--- src/sv/rste_pkg.sv ---
// ----------------------------------------------------------------------------
// rste_pkg: shared types and constants of the term evaluator
// Table sizes, request and table codes, result kinds and sequencer states.
// ----------------------------------------------------------------------------
package rste_pkg;

	localparam int MAX_PREPARE = 64;
	localparam int MAX_MAIN    = 256;
	localparam int MAX_STATIC  = 64;
	localparam int MAX_DYNAMIC = 64;

	localparam int WORD_W  = 64;
	localparam int VEC_W   = 256;
	localparam int ROW_W   = 512;
	localparam int LANES   = 8;
	localparam int CNT_W   = 9;
	localparam int CLEAR_ROWS = 256;

	localparam logic [2:0] REQ_WRITE  = 3'd0;
	localparam logic [2:0] REQ_SET    = 3'd1;
	localparam logic [2:0] REQ_CLR    = 3'd2;
	localparam logic [2:0] REQ_MERGE  = 3'd3;
	localparam logic [2:0] REQ_RECALC = 3'd4;

	localparam logic [2:0] SEL_PREPARE = 3'd0;
	localparam logic [2:0] SEL_MAIN    = 3'd1;
	localparam logic [2:0] SEL_STATIC  = 3'd2;
	localparam logic [2:0] SEL_DYNAMIC = 3'd3;
	localparam logic [2:0] SEL_BASE    = 3'd4;

	localparam logic [1:0] KIND_ACK  = 2'd0;
	localparam logic [1:0] KIND_MAIN = 2'd1;
	localparam logic [1:0] KIND_SENS = 2'd2;

	localparam logic [7:0] CFG_PREPARE = 8'd0;
	localparam logic [7:0] CFG_MAIN    = 8'd1;
	localparam logic [7:0] CFG_STATIC  = 8'd2;
	localparam logic [7:0] CFG_DYNAMIC = 8'd3;

	typedef enum logic [2:0] {
		ST_IDLE,
		ST_CLEAR,
		ST_PREP,
		ST_MAIN,
		ST_STAT,
		ST_DYN,
		ST_EMIT
	} state_t;

	function automatic logic [CNT_W-1:0] clamp_count(input logic [CNT_W-1:0] c,
		input logic [CNT_W-1:0] cap);
		return (c > cap) ? cap : c;
	endfunction

endpackage

--- src/sv/rste_match.sv ---
// ----------------------------------------------------------------------------
// rste_match: product term match and accumulate unit
// A term matches when every condition bit is set in the vector; its result
// vector is then ORed into the accumulator.
// ----------------------------------------------------------------------------
module rste_match (
	input  logic                        en,
	input  logic [rste_pkg::VEC_W-1:0]  vec,
	input  logic [rste_pkg::ROW_W-1:0]  row,
	input  logic [rste_pkg::VEC_W-1:0]  acc,
	output logic [rste_pkg::VEC_W-1:0]  acc_nx
);
	logic [rste_pkg::VEC_W-1:0] cond;
	logic [rste_pkg::VEC_W-1:0] res;
	logic                       hit;

	assign cond   = row[rste_pkg::VEC_W-1:0];
	assign res    = row[rste_pkg::ROW_W-1:rste_pkg::VEC_W];
	assign hit    = en && ((cond & ~vec) == '0);
	assign acc_nx = hit ? (acc | res) : acc;

endmodule

--- config.mk ---
export PLATFORM = sky130hd
export DESIGN_NAME = rste_match
export DESIGN_NICKNAME = d
export VERILOG_FILES = /design/src/sv/rste_pkg.sv /design/src/sv/rste_match.sv
export SDC_FILE = /design/constraint.sdc
export NUM_CORES = 1
export LEC_CHECK = 0
export ABC_CLOCK_PERIOD_IN_PS = 2040
export BUFFER_PORTS_ARGS = -buffer_cell sky130_fd_sc_hd__buf_2
export CAP_MARGIN = 25
export CORE_AREA = 2 2 505 507
export DETAILED_ROUTE_END_ITERATION = 8
export DIE_AREA = 0 0 507 509
export PLACE_DENSITY = 0.3
export SLEW_MARGIN = 20
export SYNTH_ARGS = -nofsm -noshare
export SYNTH_HDL_FRONTEND = slang
export SYNTH_SLANG_ARGS = --single-unit
--- constraint.sdc ---
create_clock -name vclk -period 2.04
set_input_delay 0.102 -clock vclk [all_inputs]
set_output_delay 0.102 -clock vclk [all_outputs]
set_load 0.05 [all_outputs]
== After elaboration in Yosys (flattened, before gate mapping) ==
Cells that the tools add are included.
Storage, ports and cells
  bits in registers: 0
  input bits: 1025
  output and inout port bits: 256
  word-level logic and storage cells: 6
Cells by class
  muxes and demuxes: 1
  bitwise logic cells: 3
  reductions and logical operators: 2
Operator list (number)
  256-bit AND: 1
  256-bit zero test: 1
  256-bit 2-to-1 mux: 1
  256-bit inverter: 1
  256-bit OR: 1
  1-bit logical AND: 1

== Logic depth before layout (Yosys ltp) ==
  word-level depth: 5
  gate-level depth with buffers: 8
  mapped depth without buffers: 6

== Least setup slack after synthesis ==
Ideal clock, no wire load.
  path kind: input port to output port
  start point: input port vec[33] (netlist name)
  end point: output port acc_nx[217] (netlist name)
  data arrival time: 1.820 ns
  required time: 1.938 ns
  slack: 0.118 ns
  stages on the path: 8
  path buffers: 2
  cells stage by stage: nand2b_1 > o2111ai_1 > nor4_1 > nand4_1 > nor4_2 > buf_2 > buf_4 > a31o_1
Between the ends
  cells in the longest elaborated chain, start to end: 5
Ends and longest elaborated chain
  start: declaration: RTL line rste_match.sv:8  | input logic [rste_pkg::VEC_W-1:0] vec,
  256-bit inverter: RTL line rste_match.sv:19  | assign hit = en && ((cond & ~vec) == '0);
  256-bit AND: RTL line rste_match.sv:19
  256-bit zero test: RTL line rste_match.sv:19
  1-bit logical AND: RTL line rste_match.sv:19
  256-bit 2-to-1 mux: RTL line rste_match.sv:20  | assign acc_nx = hit ? (acc | res) : acc;
  end: declaration: RTL line rste_match.sv:11  | output logic [rste_pkg::VEC_W-1:0] acc_nx
Every way passes these cells.

== Worst setup path after layout ==
  start point: input port vec[33] (netlist name)
  end point: output port acc_nx[243] (netlist name)
The elaborated chain is that of the path after synthesis.

==> out/summary.txt <==
outcome - finished with violations
violated checks - setup timing
register area share after synthesis - 0%
top-area cell type share of the netlist area - 47.4%
layout cells sized above 1 - 84.4%
Pint - 2.15 mW
endpoints failing setup - 256
Max-cap violations - 0
Mapped Cells - 698
critical path's slowest cell - nor4_4
Critical Path RT - 1.94 ns
Nets - 3,065
RSZ-0062 raised after global routing - yes
Worst VDD drop - 0.0670 mV
total wire length - 226,000 um
die span in y - 509 um
Die Span X - 507 um
total global routing overflow - 0
startpoint type of the worst setup path - input port
crit path time final - 2.64 ns
number of remaining DRC errors - 0
Routed Antenna Nets - 0
most frequent cells in the layout - buf_2 (1,011), a31o_4 (196), buf_12 (177)
Psw - 2.35 mW
Final Cycle Share - 129%
post-place instance area - 0.0179 mm2
Hold Path Sink - acc_nx[113]
vias per cell - 2.68
static leakage - 9.87 nW
placed cells - 5,354
DRT iter0 DRCs - 866
Worst Hold Launch - acc[113]
1st-pass router iterations - 5
commonest non-fill, non-tap cell in the layout - buf_2
crit-path max cell delay - 0.39 ns
Power Dens Cells - 198 mW/mm2
Top Ports - 1,281
peak fanout along the critical path - 7
Seq pwr share - 0%
Post-CTS Hold Fix Bufs - 0
global-route wire length before repair - 253,000 um
Finished Layout Cells - 5,547
WP data arrival - 2.54 ns
Synth warnings - 0
Die Area - 0.258 mm2
Hold WC Path Type - in -> out
core area - 0.253 mm2
worst path cell trace - buf_2 -> nand2b_1 -> o2111ai_1 -> nor4_2 -> buf_4 -> nand4_1 -> nor4_4 -> buf_12 -> buf_12 -> buf_12 -> buf_12 -> buf_16 -> a31o_4 -> buf_12
largest net degree at the start of global routing - 25
CP Capture Type - output port
WS Path Type - in -> out
Setup TNS - -127.79 ns
row count - 185
final hold vios - 0
f_max - 0.379 GHz
sequential cell area - 0 um2
cell with the most instances on the worst path - buf_12
FFs & Latches - 0
Syn Nets - 1,723
hold slack final - 0.513 ns
Clock Power Share - 0%
Core Util, Final - 8.98%
DR vias - 14,900
vias in the first global route - 13,400
pin slew with the least headroom to its limit - 0.549 ns
area grow syn2layout - 386%
Starting Density - 1.85%
Slew headroom - 63.4%
I/O Buffers - 1,281
sw frac - 52.2%
gr usage total - 16.7%
Design Area, Final - 0.0227 mm2
PnR worst setup slack - -0.598 ns
Mapped Area - 0.00468 mm2
Layout clock buffers - 0
initial antenna violation count - 516
Hold Path Stages - 3
routed length per placed instance - 40.8 um
Synth Area per Inst - 6.70 um2
synth top area cells - a31o_2 (47%), inv_1 (13%), nand2b_1 (12%)
area leader, netlist - a31o_2
DP HPWL - 212,000 um
library cells used by synthesis - 16
GPL Wtd Cong - 1.02
Final Max Tran Viols - 0
Comb pwr share - 100.0%
## synthesized netlist by cell type
cell       number
a31o_2        253
inv_1         167
nand2b_1       89
o22ai_1        61
buf_2          30
o2111ai_1      30
buf_4          24
nor4_1         19
a221oi_1        6
nand4_1         5
a31o_1          3
nand3_1         3
nor3_1          3
clkbuf_1        2
nor4_2          2
a222oi_1        1
## logic make-up after synthesis
family	count (synthesis)	share of synthesized area (%)
AND/OR/NAND/NOR	121	16.3
buffers and inverters	223	20.6
AO/OA/AOI/OAI	354	63.1
## layer usage
layer / wire (um) / global-route usage, %
met5: 1900 / 0
met4: 9780 / 3.78
met3: 36700 / 11.9
met2: 107000 / 29.2
met1: 70400 / 15.6
## critical path, delay by kind of cell
| kind | cells | cell delay, ns |
|---|---|---|
| buffers and inverters | 8 | 1.07 |
| and+or+nand+nor | 4 | 0.94 |
| AOI/OAI and AO/OA | 2 | 0.37 |
## what timing repair did
| item | 4_1_cts | 5_1_grt |
|---|---|---|
| buffers inserted | 30 | 8 |
| gates resized for setup | 528 | 159 |
| endpoints found under the setup margin | 256 | 256 |
| gates cloned | 20 | 5 |
| pin swaps | 125 | 63 |
| endpoints found under the hold margin | 0 | 0 |
## power groups by stage
stage | combinational, mW | clock [mW] | sequential, mW
final | 4.50 | 0.00000981 | 0
after global routing | 4.67 | 0.00000448 | 0
after CTS | 4.40 | 0 | 0
after detailed placement | 3.93 | 0 | 0
after global placement | 3.92 | 0 | 0
after floorplan | 1.50 | 0 | 0
## worst max path at each step
stage / endpoint / start / cells past startpoint
6_report: acc_nx[243] / vec[33] / 14
5_1_grt: acc_nx[243] / vec[98] / 14
4_1_cts: acc_nx[19] / vec[130] / 14
3_5_place_dp: acc_nx[39] / vec[130] / 13
3_3_place_gp: acc_nx[52] / vec[130] / 13
2_1_floorplan: acc_nx[217] / vec[33] / 8
## final cells by class
| class | instances | area [um2] |
|---|---|---|
| timing repair buffer | 1396 | 11600 |
| fill | 29700 | 230000 |
| tap | 3366 | 4210 |
| multi-input combinational | 475 | 5910 |
| inverter | 167 | 632 |
| antenna | 143 | 358 |
## metrics by stage
step | worst slack [ns] | power (mW)
final | -0.598 | 4.50
after global routing | -0.729 | 4.67
after CTS | -0.640 | 4.40
after detailed placement | -0.959 | 3.93
after global placement | -0.923 | 3.92
after floorplan | 0.118 | 1.50
No activity file was read; power rests on OpenSTA's default activity.
